$ cat src/rtl/tags_pkg.sv
// ----------------------------------------------------------------------------
// tags_pkg
// Shared types and constants of the time-aware gate scheduler.
// ----------------------------------------------------------------------------
`default_nettype none

package tags_pkg;

    localparam int MAX_ENTRIES_DEF = 16;
    localparam int NUM_QUEUES_DEF  = 8;

    localparam int TW      = 48;       // time field width
    localparam int SW      = 50;       // internal schedule arithmetic width
    localparam int DW      = 32;       // duration and guard width
    localparam int MW      = 8;        // gate mask width
    localparam int QW      = 3;        // queue index width
    localparam int ENTRY_W = 3 * DW + MW;

    typedef enum logic {
        OP_WRITE  = 1'b0,
        OP_DECIDE = 1'b1
    } t_opcode;

    typedef enum logic [3:0] {
        S_IDLE,
        S_SUM_RD,
        S_SUM_EV,
        S_MOD,
        S_CINIT,
        S_CHS_RD,
        S_CHS_EV,
        S_WAIT_RD,
        S_WAIT_EV,
        S_FIN
    } t_state;

    typedef enum logic [3:0] {
        DP_NOP,
        DP_LOAD,
        DP_SUM,
        DP_MOD_INIT,
        DP_MOD_STEP,
        DP_PASS_INIT,
        DP_CHS,
        DP_WAIT,
        DP_FIN
    } t_dp_op;

    typedef struct packed {
        t_dp_op op;
    } t_dp_cmd;

    typedef struct packed {
        logic ne_zero;
        logic len_zero;
        logic chosen_valid;
        logic chs_hit;
        logic wait_hit;
    } t_dp_stat;

endpackage

`default_nettype wire

$ cat src/rtl/tags_ram.sv
// ----------------------------------------------------------------------------
// tags_ram
// Generic simple dual-port RAM, one write port, one registered read port.
// ----------------------------------------------------------------------------
`default_nettype none

module tags_ram #(
    parameter int WIDTH = 8,
    parameter int DEPTH = 16
) (
    input  wire logic                          i_clk,
    input  wire logic                          i_we,
    input  wire logic [(DEPTH > 1 ? $clog2(DEPTH) : 1)-1:0] i_waddr,
    input  wire logic [WIDTH-1:0]              i_wdata,
    input  wire logic [(DEPTH > 1 ? $clog2(DEPTH) : 1)-1:0] i_raddr,
    output logic      [WIDTH-1:0]              o_rdata
);

    logic [WIDTH-1:0] r_mem [DEPTH];

    always_ff @(posedge i_clk) begin
        if (i_we) begin
            r_mem[i_waddr] <= i_wdata;
        end
        o_rdata <= r_mem[i_raddr];
    end

endmodule

`default_nettype wire

$ cat src/rtl/tags_dp.sv
// ----------------------------------------------------------------------------
// tags_dp
// Datapath: cycle length sum, bit-serial modulo, queue choice and wait walk.
// ----------------------------------------------------------------------------
`default_nettype none

module tags_dp
    import tags_pkg::*;
#(
    parameter int NUM_QUEUES = NUM_QUEUES_DEF
) (
    input  wire logic               i_clk,
    input  wire logic               i_rst_n,
    input  wire t_dp_cmd            i_cmd,
    output t_dp_stat                o_stat,
    input  wire logic [TW-1:0]      i_now_time,
    input  wire logic [MW-1:0]      i_nonempty_mask,
    input  wire logic [ENTRY_W-1:0] i_entry,
    output logic                    o_queue_found,
    output logic [QW-1:0]           o_chosen_queue,
    output logic                    o_dequeue_now,
    output logic [TW-1:0]           o_wait_time
);

    localparam logic [MW-1:0] QMASK = MW'((1 << NUM_QUEUES) - 1);

    logic [TW-1:0] r_now;
    logic [MW-1:0] r_ne;
    logic [SW-1:0] r_len, r_rem, r_off, r_lmt, r_open, r_wrap;
    logic [QW-1:0] r_chosen;
    logic          r_chosen_valid, r_chs_hit, r_wait_hit, r_any_seen, r_j_seen;

    logic [DW-1:0] w_dur, w_sg, w_stg;
    logic [MW-1:0] w_mask, w_cand, w_has_q;
    logic [SW-1:0] w_end, w_open, w_rem_sh, w_t_stop;
    logic          w_cand_any;
    logic [QW-1:0] w_cand_hi, w_ne_lo;

    assign w_dur  = i_entry[DW-1:0];
    assign w_mask = i_entry[DW +: MW];
    assign w_sg   = i_entry[DW + MW +: DW];
    assign w_stg  = i_entry[2*DW + MW +: DW];

    assign w_end    = r_off + SW'(w_dur);
    assign w_open   = r_off + SW'(w_sg);
    assign w_t_stop = r_rem + SW'(w_stg);
    assign w_rem_sh = {r_rem[SW-2:0], r_now[TW-1]};
    assign w_cand   = w_mask & r_ne;
    assign w_cand_any = |w_cand;
    assign w_has_q  = w_mask >> r_chosen;

    always_comb begin
        w_cand_hi = '0;
        for (int q = 0; q < NUM_QUEUES; q++) begin
            if (w_cand[q]) begin
                w_cand_hi = QW'(q);
            end
        end
        w_ne_lo = '0;
        for (int q = NUM_QUEUES - 1; q >= 0; q--) begin
            if (r_ne[q]) begin
                w_ne_lo = QW'(q);
            end
        end
    end

    assign o_stat = '{
        ne_zero:      (r_ne == '0),
        len_zero:     (r_len == '0),
        chosen_valid: r_chosen_valid,
        chs_hit:      r_chs_hit,
        wait_hit:     r_wait_hit
    };

    always_ff @(posedge i_clk) begin
        if (!i_rst_n) begin
            r_chosen_valid <= 1'b0;
            r_chs_hit      <= 1'b0;
            r_wait_hit     <= 1'b0;
            r_any_seen     <= 1'b0;
            r_j_seen       <= 1'b0;
        end else begin
            case (i_cmd.op)
                DP_LOAD: begin
                    r_now          <= i_now_time;
                    r_ne           <= i_nonempty_mask & QMASK;
                    r_len          <= '0;
                    r_chosen       <= '0;
                    r_chosen_valid <= 1'b0;
                    r_chs_hit      <= 1'b0;
                end
                DP_SUM: begin
                    r_len <= r_len + SW'(w_dur);
                end
                DP_MOD_INIT: begin
                    r_rem <= '0;
                end
                DP_MOD_STEP: begin
                    // restoring division, one quotient bit a cycle
                    r_now <= {r_now[TW-2:0], 1'b0};
                    r_rem <= (w_rem_sh >= r_len) ? w_rem_sh - r_len : w_rem_sh;
                end
                DP_PASS_INIT: begin
                    r_off      <= '0;
                    r_lmt      <= r_len - r_rem;
                    r_chs_hit  <= 1'b0;
                    r_wait_hit <= 1'b0;
                    r_any_seen <= 1'b0;
                    r_j_seen   <= 1'b0;
                end
                DP_CHS: begin
                    r_off <= w_end;
                    if (w_cand_any) begin
                        if (r_rem < w_end) begin
                            r_chosen       <= w_cand_hi;
                            r_chosen_valid <= 1'b1;
                            r_chs_hit      <= 1'b1;
                        end else if (!r_chosen_valid) begin
                            r_chosen       <= w_cand_hi;
                            r_chosen_valid <= 1'b1;
                        end
                    end
                end
                DP_WAIT: begin
                    r_off <= w_end;
                    if (w_has_q[0]) begin
                        r_any_seen <= 1'b1;
                        if (r_rem < w_end) begin
                            if (w_t_stop < w_end) begin
                                r_wait_hit <= 1'b1;
                                r_open     <= w_open;
                            end else if (!r_any_seen && !r_j_seen) begin
                                r_wrap <= w_open;
                            end
                        end else if (!r_j_seen) begin
                            // first entry already passed in this cycle wins the wrap
                            r_j_seen <= 1'b1;
                            r_wrap   <= w_open;
                        end else if (!r_any_seen) begin
                            r_wrap <= w_open;
                        end
                    end
                end
                default: begin
                end
            endcase
        end
    end

    // result payload
    always_ff @(posedge i_clk) begin
        if (i_cmd.op == DP_FIN) begin
            o_queue_found  <= 1'b0;
            o_chosen_queue <= '0;
            o_dequeue_now  <= 1'b0;
            o_wait_time    <= '0;
            if (r_ne == '0) begin
                o_queue_found <= 1'b0;
            end else if (r_len == '0) begin
                o_queue_found  <= 1'b1;
                o_chosen_queue <= w_ne_lo;
                o_dequeue_now  <= 1'b1;
            end else if (r_chosen_valid) begin
                o_queue_found  <= 1'b1;
                o_chosen_queue <= r_chosen;
                if (r_wait_hit) begin
                    if (r_rem > r_open) begin
                        o_dequeue_now <= 1'b1;
                    end else begin
                        o_dequeue_now <= (r_open == r_rem);
                        o_wait_time   <= TW'(r_open - r_rem);
                    end
                end else begin
                    o_wait_time <= TW'(r_lmt + r_wrap);
                end
            end
        end
    end

endmodule

`default_nettype wire

$ cat src/rtl/tags_ctrl.sv
// ----------------------------------------------------------------------------
// tags_ctrl
// Controller: sequences the list walks and the modulo, owns the handshakes.
// ----------------------------------------------------------------------------
`default_nettype none

module tags_ctrl
    import tags_pkg::*;
#(
    parameter int MAX_ENTRIES = MAX_ENTRIES_DEF
) (
    input  wire logic     i_clk,
    input  wire logic     i_rst_n,
    input  wire logic     i_in_valid,
    input  wire t_opcode  i_in_op,
    output logic          o_in_ready,
    output logic          o_out_valid,
    input  wire logic     i_out_ready,
    input  wire logic [4:0] i_active_entries,
    input  wire t_dp_stat i_stat,
    output t_dp_cmd       o_cmd,
    output logic [(MAX_ENTRIES > 1 ? $clog2(MAX_ENTRIES) : 1)-1:0] o_raddr
);

    localparam int AW = MAX_ENTRIES > 1 ? $clog2(MAX_ENTRIES) : 1;
    localparam int CW = $clog2(MAX_ENTRIES + 1);
    localparam int BW = $clog2(TW);

    t_state        r_state, n_state;
    logic [CW-1:0] r_cnt, n_cnt, w_used;
    logic [BW-1:0] r_bit, n_bit;
    logic          r_out_valid, n_out_valid;

    assign w_used = (32'(i_active_entries) > MAX_ENTRIES) ? CW'(MAX_ENTRIES)
                                                          : CW'(i_active_entries);
    assign o_raddr     = r_cnt[AW-1:0];
    assign o_in_ready  = (r_state == S_IDLE);
    assign o_out_valid = r_out_valid;

    always_ff @(posedge i_clk) begin
        if (!i_rst_n) begin
            r_state     <= S_IDLE;
            r_cnt       <= '0;
            r_bit       <= '0;
            r_out_valid <= 1'b0;
        end else begin
            r_state     <= n_state;
            r_cnt       <= n_cnt;
            r_bit       <= n_bit;
            r_out_valid <= n_out_valid;
        end
    end

    always_comb begin
        n_state     = r_state;
        n_cnt       = r_cnt;
        n_bit       = r_bit;
        n_out_valid = r_out_valid && !i_out_ready;
        o_cmd.op    = DP_NOP;
        unique case (r_state)
            S_IDLE: begin
                if (i_in_valid && i_in_op == OP_DECIDE) begin
                    o_cmd.op = DP_LOAD;
                    n_cnt    = '0;
                    n_state  = S_SUM_RD;
                end
            end
            S_SUM_RD: begin
                if (r_cnt == w_used) begin
                    o_cmd.op = DP_MOD_INIT;
                    n_bit    = '0;
                    n_state  = (i_stat.ne_zero || i_stat.len_zero) ? S_FIN : S_MOD;
                end else begin
                    n_state = S_SUM_EV;
                end
            end
            S_SUM_EV: begin
                o_cmd.op = DP_SUM;
                n_cnt    = r_cnt + 1'b1;
                n_state  = S_SUM_RD;
            end
            S_MOD: begin
                o_cmd.op = DP_MOD_STEP;
                n_bit    = r_bit + 1'b1;
                if (r_bit == BW'(TW - 1)) begin
                    n_state = S_CINIT;
                end
            end
            S_CINIT: begin
                o_cmd.op = DP_PASS_INIT;
                n_cnt    = '0;
                n_state  = S_CHS_RD;
            end
            S_CHS_RD: begin
                if (i_stat.chs_hit || r_cnt == w_used) begin
                    if (!i_stat.chosen_valid) begin
                        n_state = S_FIN;
                    end else begin
                        o_cmd.op = DP_PASS_INIT;
                        n_cnt    = '0;
                        n_state  = S_WAIT_RD;
                    end
                end else begin
                    n_state = S_CHS_EV;
                end
            end
            S_CHS_EV: begin
                o_cmd.op = DP_CHS;
                n_cnt    = r_cnt + 1'b1;
                n_state  = S_CHS_RD;
            end
            S_WAIT_RD: begin
                n_state = (i_stat.wait_hit || r_cnt == w_used) ? S_FIN : S_WAIT_EV;
            end
            S_WAIT_EV: begin
                o_cmd.op = DP_WAIT;
                n_cnt    = r_cnt + 1'b1;
                n_state  = S_WAIT_RD;
            end
            S_FIN: begin
                // hold until the output register is free
                if (!r_out_valid || i_out_ready) begin
                    o_cmd.op    = DP_FIN;
                    n_out_valid = 1'b1;
                    n_state     = S_IDLE;
                end
            end
            default: begin
                n_state = S_IDLE;
            end
        endcase
    end

endmodule

`default_nettype wire

$ cat src/rtl/time_aware_gate_scheduler.sv
// ----------------------------------------------------------------------------
// time_aware_gate_scheduler
// Gate control list scheduler: picks the open non-empty queue and its wait.
// ----------------------------------------------------------------------------
//  channel  direction  handshake                  payload
//  s_axis   in         tvalid/tready              tdata entry or decide, tuser opcode
//  m_axis   out        tvalid/tready              tdata decision
//  cfg      in         i_cfg_we                   i_cfg_wdata active entry count
//
//  A write item leaves the block idle and ready for the next item. A decide
//  item runs a sum walk over the list, a bit-serial modulo over the 48 time
//  bits, a pass setup, a choice walk and a wait walk over the single RAM read
//  port, then a result step that waits for a free output register. Each walk
//  reads an entry, then evaluates it. The choice and wait walks may stop early.
//  Reset is synchronous; the list RAM is not cleared.
//  A finished result sits in the output register while the next item enters.
// ----------------------------------------------------------------------------
`default_nettype none

module time_aware_gate_scheduler
    import tags_pkg::*;
#(
    parameter int MAX_ENTRIES = MAX_ENTRIES_DEF,
    parameter int NUM_QUEUES  = NUM_QUEUES_DEF
) (
    input  wire logic         i_clk,
    input  wire logic         i_rst_n,
    // entry_index, entry_duration, entry_gate_mask, entry_start_guard,
    // entry_stop_guard, now_time, nonempty_mask, zero pad
    input  wire logic [167:0] i_s_axis_tdata,
    input  wire logic [0:0]   i_s_axis_tuser,   // opcode
    input  wire logic         i_s_axis_tvalid,
    output logic              o_s_axis_tready,
    // queue_found, chosen_queue, dequeue_now, wait_time, zero pad
    output logic [55:0]       o_m_axis_tdata,
    output logic              o_m_axis_tvalid,
    input  wire logic         i_m_axis_tready,
    input  wire logic         i_cfg_we,
    input  wire logic [4:0]   i_cfg_wdata
);

    localparam int AW = MAX_ENTRIES > 1 ? $clog2(MAX_ENTRIES) : 1;

    logic [4:0]         r_active;
    t_dp_cmd            w_cmd;
    t_dp_stat           w_stat;
    logic [AW-1:0]      w_raddr;
    logic [ENTRY_W-1:0] w_rdata, w_wdata;
    logic               w_we, w_found, w_deq;
    logic [QW-1:0]      w_queue;
    logic [TW-1:0]      w_wait;
    t_opcode            w_op;

    assign w_op    = t_opcode'(i_s_axis_tuser[0]);
    assign w_we    = i_s_axis_tvalid && o_s_axis_tready && w_op == OP_WRITE &&
                     (32'(i_s_axis_tdata[3:0]) < MAX_ENTRIES);
    assign w_wdata = i_s_axis_tdata[107:4];

    always_ff @(posedge i_clk) begin
        if (!i_rst_n) begin
            r_active <= '0;
        end else if (i_cfg_we) begin
            r_active <= i_cfg_wdata;
        end
    end

    tags_ram #(
        .WIDTH (ENTRY_W),
        .DEPTH (MAX_ENTRIES)
    ) u_ram (
        .i_clk   (i_clk),
        .i_we    (w_we),
        .i_waddr (AW'(i_s_axis_tdata[3:0])),
        .i_wdata (w_wdata),
        .i_raddr (w_raddr),
        .o_rdata (w_rdata)
    );

    tags_ctrl #(
        .MAX_ENTRIES (MAX_ENTRIES)
    ) u_ctrl (
        .i_clk            (i_clk),
        .i_rst_n          (i_rst_n),
        .i_in_valid       (i_s_axis_tvalid),
        .i_in_op          (w_op),
        .o_in_ready       (o_s_axis_tready),
        .o_out_valid      (o_m_axis_tvalid),
        .i_out_ready      (i_m_axis_tready),
        .i_active_entries (r_active),
        .i_stat           (w_stat),
        .o_cmd            (w_cmd),
        .o_raddr          (w_raddr)
    );

    tags_dp #(
        .NUM_QUEUES (NUM_QUEUES)
    ) u_dp (
        .i_clk           (i_clk),
        .i_rst_n         (i_rst_n),
        .i_cmd           (w_cmd),
        .o_stat          (w_stat),
        .i_now_time      (i_s_axis_tdata[155:108]),
        .i_nonempty_mask (i_s_axis_tdata[163:156]),
        .i_entry         (w_rdata),
        .o_queue_found   (w_found),
        .o_chosen_queue  (w_queue),
        .o_dequeue_now   (w_deq),
        .o_wait_time     (w_wait)
    );

    assign o_m_axis_tdata = {3'b000, w_wait, w_deq, w_queue, w_found};

    a_deq_no_wait: assert property (@(posedge i_clk) disable iff (!i_rst_n)
        (o_m_axis_tvalid && o_m_axis_tdata[4]) |-> (o_m_axis_tdata[52:5] == '0))
        else $error("dequeue_now with nonzero wait");

    a_none_zero: assert property (@(posedge i_clk) disable iff (!i_rst_n)
        (o_m_axis_tvalid && !o_m_axis_tdata[0]) |-> (o_m_axis_tdata == '0))
        else $error("no queue found but payload nonzero");

    a_decide_busy: assert property (@(posedge i_clk) disable iff (!i_rst_n)
        (i_s_axis_tvalid && o_s_axis_tready && i_s_axis_tuser[0]) |=> !o_s_axis_tready)
        else $error("decide request did not start a walk");

endmodule

`default_nettype wire
$ cat config.mk
export PLATFORM = sky130hd
export DESIGN_NAME = time_aware_gate_scheduler
export DESIGN_NICKNAME = d
export VERILOG_FILES = /design/src/rtl/tags_pkg.sv /design/src/rtl/tags_ram.sv /design/src/rtl/tags_dp.sv /design/src/rtl/tags_ctrl.sv /design/src/rtl/time_aware_gate_scheduler.sv
export SDC_FILE = /design/constraint.sdc
export NUM_CORES = 2
export LEC_CHECK = 0
export ABC_AREA = 1
export ABC_CLOCK_PERIOD_IN_PS = 6500
export BUFFER_PORTS_ARGS = -buffer_cell sky130_fd_sc_hd__buf_4
export CELL_PAD_IN_SITES_DETAIL_PLACEMENT = 1
export CELL_PAD_IN_SITES_GLOBAL_PLACEMENT = 2
export CORE_ASPECT_RATIO = 1.5
export CORE_MARGIN = 2
export CORE_UTILIZATION = 38
export DETAILED_ROUTE_END_ITERATION = 8
export HOLD_SLACK_MARGIN = 0.08
export PLACE_DENSITY_LB_ADDON = 0.1
export SKIP_LAST_GASP = 1
export SLEW_MARGIN = 10
export SYNTH_ARGS = -nofsm -noshare
export SYNTH_HDL_FRONTEND = slang
export SYNTH_SLANG_ARGS = --single-unit
$ cat constraint.sdc
create_clock -name i_clk -period 6.5 [get_ports i_clk]
set_clock_uncertainty 0.05 [all_clocks]
set_input_delay 0 -clock i_clk [delete_from_list [all_inputs] [get_ports i_clk]]
set_output_delay 0 -clock i_clk [all_outputs]
set_load 0.02 [all_outputs]
=== Word-level counts from Yosys, hierarchy flattened ===
Memories as Yosys holds them, arrays and structs flattened. A register that Yosys moved wholly into a read port is not among the register bits.
Cells that the tools add are included.

* Equal/unequal tests: 36
* Reductions and logical operators: 48
* Multiplexer cells: 79
* Add/subtract/negate cells: 10
* Shift-type cells: 1
* Bitwise operators: 3
* $lt $le $gt $ge: 5

{| class="wikitable"
|+ Operators by type and width
! cell !! number
|-
| 48-bit two-way mux || 7
|-
| 50-bit case mux with 2 select lines || 3
|-
| 50-bit by 32-bit adder with 50-bit output || 4
|-
| 50-bit less-than comparator || 2
|-
| 48-bit case mux with 2 select lines || 1
|-
| 48-bit subtractor || 2
|-
| 4-bit case mux with 9 select lines || 2
|-
| 3-bit two-way mux || 20
|-
| 50-bit equality test || 1
|-
| 50-bit greater-or-equal comparator || 1
|-
| 50-bit greater-than comparator || 1
|-
| 50-bit logical NOT || 1
|-
| 50-bit two-way mux || 1
|-
| 50-bit subtractor || 1
|-
| 48-bit adder || 1
|-
| 4-bit two-way mux || 9
|-
| 4-bit by 3-bit equality test with 1-bit output (second input constant) || 8
|-
| 1-bit two-way mux || 22
|-
| 2-bit by 1-bit inequality test with 1-bit output (second input constant) || 11
|-
| 5-bit two-way mux || 4
|-
| 5-bit case mux with 4 select lines || 1
|-
| 2-bit AND reduction || 9
|-
| 4-bit by 2-bit equality test with 1-bit output (second input constant) || 4
|-
| 2-bit nonzero test || 8
|-
| other kinds (30) || 58
|}

* Input port bits: 179
* Memories: 1
* Register bits after elaboration: 434
* Bits in writable memories: 1,664
* Word-level logic and storage cells: 206

{| class="wikitable"
|+ Memories
! name !! depth !! bits a word !! rd ports !! clocked after memory_dff !! write ports !! line !! source
|-
| u_ram.r_mem || 16 || 104 || 1 || 1 || 1 || tags_ram.sv:19 || <nowiki>logic [WIDTH-1:0] r_mem [DEPTH];</nowiki>
|}

=== Logic depth before layout (Yosys ltp) ===
* Depth in word-level cells: 12
* Gate-level depth with buffers: 33
* Gate-level depth less buffers: 33

=== Cells and area by module ===
From an unflattened synthesis, not the netlist that was laid out.

* Cells, all modules: 12,037
* Area total of the unflattened synthesis: 112,749.4 sq um

{| class="wikitable"
|+ Modules (own cells, without submodules)
! module !! times used !! area each (sq um) !! sequential area each (sq um) !! cells each
|-
| tags_ram || 1 || 73,180.2 || 52,049.9 || 6,824
|-
| tags_dp || 1 || 38,155.3 || 12,351.8 || 4,990
|-
| tags_ctrl || 1 || 1,159.9 || 320.3 || 184
|-
| time_aware_gate_scheduler || 1 || 254.0 || 100.1 || 39
|}

=== Least setup slack after synthesis ===
OpenSTA, ideal clock, no wires.

* Path kind: reg-to-reg
* Start: reg u_dp.r_rem[1]
* End: reg u_dp.r_wrap[0] (enable)
* Path slack: 278 ps
* Period minus slack after synthesis: 6,222 ps
* Stages on the path, launching flop included: 32
* Setup time: 454 ps
* Arrival: 5,718 ps
* Data required time: 5,996 ps
* Buffers on the path: 0
* Cell sequence: edfxtp_1 -> inv_1 -> fa_1 -> o21ai_1 -> a21oi_1 -> inv_1 -> nand2_1 -> nand2_1 -> a21oi_1 -> o21ai_1 -> nand2_1 -> nand2_1 -> a211oi_2 -> xor2_1 -> inv_1 -> ha_1 -> nand2_1 -> nor2_1 -> nand4_1 -> nor4_1 -> o21ai_0 -> nand2_1 -> nand2_1 -> nand3_1 -> nand3_1 -> nand2_1 -> nand2_1 -> nand2_1 -> nand2_1 -> nand3_1 -> o21ai_1 -> nor2_1

* Cells in the longest elaborated chain, start to end: 4

{| class="wikitable"
|+ Ends and longest elaborated chain
! item !! line !! source
|-
| from (decl) || tags_dp.sv:29 || <nowiki>logic [SW-1:0] r_len, r_rem, r_off, r_lmt, r_open, r_wrap;</nowiki>
|-
| from (signal assigned) || tags_dp.sv:101 || <nowiki>r_rem <= (w_rem_sh >= r_len) ? w_rem_sh - r_len : w_rem_sh;</nowiki>
|-
| 50-bit by 32-bit adder with 50-bit output || tags_dp.sv:46 || <nowiki>assign w_t_stop = r_rem + SW'(w_stg);</nowiki>
|-
| 50-bit less-than comparator || tags_dp.sv:129 || <nowiki>if (w_t_stop < w_end) begin</nowiki>
|-
| 2-bit inequality test (no line) || n/a ||
|-
| 6-bit AND reduction (no line) * || n/a ||
|-
| to (signal assigned) || tags_dp.sv:133 || <nowiki>r_wrap <= w_open;</nowiki>
|-
| to (signal assigned) || tags_dp.sv:138 || <nowiki>r_wrap <= w_open;</nowiki>
|-
| to (signal assigned) || tags_dp.sv:140 || <nowiki>r_wrap <= w_open;</nowiki>
|-
| to (decl) || tags_dp.sv:29 ||
|}

Every way passes the cells marked *; elsewhere a longest branch is shown, timed or not.
A chain may end at the register's enable or synchronous reset.

=== Final worst setup path ===
* Start: reg u_dp.r_off[0]
* End: reg u_dp.r_wrap[16] (enable)

* Cells in the longest elaborated chain, start to end: 4

{| class="wikitable"
|+ Ends and longest elaborated chain
! item !! line !! source
|-
| from (decl) || tags_dp.sv:29 ||
|-
| from (signal assigned) || tags_dp.sv:112 || <nowiki>r_off <= w_end;</nowiki>
|-
| from (signal assigned) || tags_dp.sv:125 || <nowiki>r_off <= w_end;</nowiki>
|-
| 50-bit by 32-bit adder with 50-bit output * || tags_dp.sv:44 || <nowiki>assign w_end = r_off + SW'(w_dur);</nowiki>
|-
| 50-bit less-than comparator, on equally long branches || tags_dp.sv:128, tags_dp.sv:129 ||
|-
| 3-bit inequality test (no line) / 2-bit inequality test (equally long branches) || n/a ||
|-
| 6-bit AND reduction (no line) * || n/a ||
|}

Marked as above.

==> run metrics <==
outcome=complete, no violations; # DRC=0; Post-layout nets=between 10000 and 15000; Slew HR=roughly 3.6%; Global Route met2 Usage=52.2%; initial antenna violation count=between 50 and 60; Synth Cell Area=0.105 mm2; Primary FF master, synth=edfxtp_1; crit path max-delay cell type=xor2_1; Post-Synth Adder-Cell Area=5.69%; Seq/Total Area, Yosys=61.7%; Final Power=approximately 36000 uW; fin crit share=92.5%; GR Overflow Total=0; Largest stage delay, worst path=0.42 ns; Worst Hold Class=in -> reg; Worst EP arrival=~6.5 ns; crit-path most repeated cell=nand2_1; Area Growth Syn to Fin=16.8%; largest net degree at the start of global routing=181; Clock power frac=between 30% and 40%; GR met1 Demand/Resource=31.5%; P_leak=0.0445 uW; Final min period=6.02 ns; Distinct cells, synth=80; Syn Area/Cell=roughly 11 um2; die footprint=0.281 mm2; xor/xnor share of the synthesized area=2.34%; vias in the first global route=84388; Final WS setup=0.485 ns; Final Setup Violations=0; Async S/R FF share, synth=0%; Final Max Slew Viols=0; critical path capture point type=flip-flop; CP Max Fanout=48; Top Ports=between 200 and 250; Post-synth EDFFs=about 2100; total CTS buffers=roughly 230; Die Span X=433 um; final wirelength=between 400000 and 500000 um; Comb power frac=18.1%; max cap viols=0; vias per cell=approximately 5.6; drt first pass iters=5; required time of the critical path=around 7 ns; GRT busiest layer=met2; Tot GR Track Use=28.1%; Global Route met3 Usage=about 3.3%; Initial Util=38.2%; Switch Pwr=between 10000 and 15000 uW; critical path class=reg -> reg; Die Y=648 um; final antenna-violating net count=0; DR WL/cell=between 20 and 30 um; first-pass GRT wire length=a little under 600000 um; Post-Syn Instances=roughly 9800; post-CTS setup buffers=0; # port buffers=approximately 230; CTS tree=yes; commonest cells after routing, fill and taps aside=2072 x edfxtp_1, 1368 x nor2_1, 1234 x nand2_1; synthesized-area fraction occupied by and/or/nand/nor cells=about an eighth; Pwr per Cell Area=approximately 290 mW/mm2; Warnings, synthesis=0; switching share of power=around 30%; fmax=0.166 GHz; Clock Pin Slew Worst Setup and Hold Paths=0.06 ns; setup TNS=0 ns; Synth Area in Compound Gates=14.1%; clk sinks=2202; mux cell area share after synthesis=0%; Seq pwr share=45.3%; post-placement cell area=~0.11 mm2; via count=79584; Final GP Congestion=0.952; Placeable Area=0.275 mm2; Final Hold Viols=0; DP Wirelength=274000 um; main combinational cell family by area after synthesis=compound AO/OA/AOI/OAI gates; Clock Latency Late Sink=0.92 ns; Non-Filler Instances=14269; commonest non-fill, non-tap cell in the layout=edfxtp_1; Clock Tree Buf Depth=4; cell area after layout=between 0.1 and 0.15 mm2; Setup WS pre-CTS=0.295 ns; internal power=25200 uW; num rows=236; CTS Root Cell=clkbuf_16; H-Tree Depth=4; worst slew pin tran=1.43 ns; element type at the critical path start=flip-flop; RSZ-0062 raised after global routing=no; number of DRC markers in iteration 0=4859; Seq cells post-synth=around 2200; Placed Cells=around 13000; VDD IR max=0.219 mV; share of cells above drive strength 1=8.15%
[layer usage]
layer / vias to the layer above / wire [um]
li1: 36398 / -
met4: 30 / 22800
met2: 1641 / 211000
met1: 40817 / 154000
met3: 698 / 14300
met5: - / 189
[path summary, 6_finish.rpt]
path,cells past startpoint,end,slack [ns],startpoint
max reg2reg,30,u_dp.r_wrap[16]$_DFFE_PP_,0.48,u_dp.r_off[0]$_SDFFCE_PN0P_
max,30,u_dp.r_wrap[16]$_DFFE_PP_,0.48,u_dp.r_off[0]$_SDFFCE_PN0P_
min,2,u_ram.r_mem[3][9]$_DFFE_PP_,0.15,i_s_axis_tdata[13]
min reg2reg,2,u_dp.r_chs_hit$_SDFFE_PN0P_,0.41,u_dp.r_chs_hit$_SDFFE_PN0P_
[critical path: cells and delay by family (launching register included)]
kind | cells | cell delay [ns]
simple gates | 16 | 1.99
compound gates | 7 | 1.40
fa+ha+maj | 3 | 0.96
xor+xnor | 1 | 0.42
flops | 1 | 0.41
buf+inv | 3 | 0.37
[state kept, by name (all words and copies together) (netlist names), 4 cells and up]
name / count
u_ram.r_mem: 1664
u_ram.o_rdata: 104
u_dp.r_len: 50
u_dp.r_off: 50
u_dp.r_open: 50
u_dp.r_rem: 50
u_dp.o_wait_time: 48
u_dp.r_lmt: 48
u_dp.r_now: 48
u_dp.r_wrap: 48
u_dp.r_ne: 8
u_ctrl.r_bit: 6
r_active: 5
u_ctrl.r_cnt: 5
u_ctrl.r_state: 4
[area by class of cell]
class	instances	area (um2)
Inverter	683	2590
Tap cell	3689	4620
Multi-Input combinational cell	6513	36300
Clock buffer	301	6200
Fill cell	29800	153000
Clock inverter	110	1080
Antenna cell	21	52.6
Sequential cell	2202	64800
Timing Repair Buffer	750	6960
[power by group through the flow]
stage | Combinational, uW | Clock (uW) | Sequential (uW)
6_report | 6480 | 13100 | 16200
5_1_grt | 7110 | 13900 | 16200
4_1_cts | 6520 | 13400 | 16200
3_5_place_dp | 6310 | 0 | 16500
3_3_place_gp | 6170 | 0 | 16500
2_1_floorplan | 3740 | 0 | 16300
[metrics by stage]
stage                     utilization (%)  hold WS (ns)
final                                44.6         0.148
after global routing                 44.6         0.132
after CTS                            44.5        0.0812
after detailed placement             40.6         0.132
after global placement               40.6         0.130
after floorplan                         -        0.0489
[synthesized netlist by cell type, types with 8 or more instances]
cell type	n	area (um2)
dfxtp_1	130	2600
o211ai_1	59	443
nor2_1	1392	5230
nand4_1	49	307
edfxtp_1	2072	62200
a21o_1	27	203
a21oi_2	15	131
ha_1	465	5820
o21bai_1	15	113
nand2_1	1235	4640
o2111ai_1	8	70.1
o21ai_2	14	123
o21a_1	34	255
buf_1	9	33.8
fa_1	8	160
a31oi_1	72	450
o22ai_1	247	1550
nand3_1	308	1540
a21oi_1	683	3420
xnor2_1	125	1090
o21ai_1	35	175
o221ai_1	174	1520
o31ai_1	11	82.6
nand2_2	11	68.8
or2_2	23	144
nor3_1	56	280
o21ai_0	1158	5800
xor2_1	156	1370
inv_1	674	2530
clkbuf_1	365	1370
nor4_1	34	213
a211oi_1	9	67.6
[cell families after synthesis]
kind of cell,count (synthesis)
fa+ha+maj,473
buf+inv,1077
other cells,1
xor+xnor,281
simple gates,3150
flops,2202
compound gates,2606
[timing repair]
action | 4_1_cts | 5_1_grt
gates resized for setup | 0 | 1
hold endpoints to repair | 2109 | 0
endpoints found under the setup margin | 0 | 27
hold buffers | 358 | 0
Note: power is estimated with default switching activity, not from simulation.
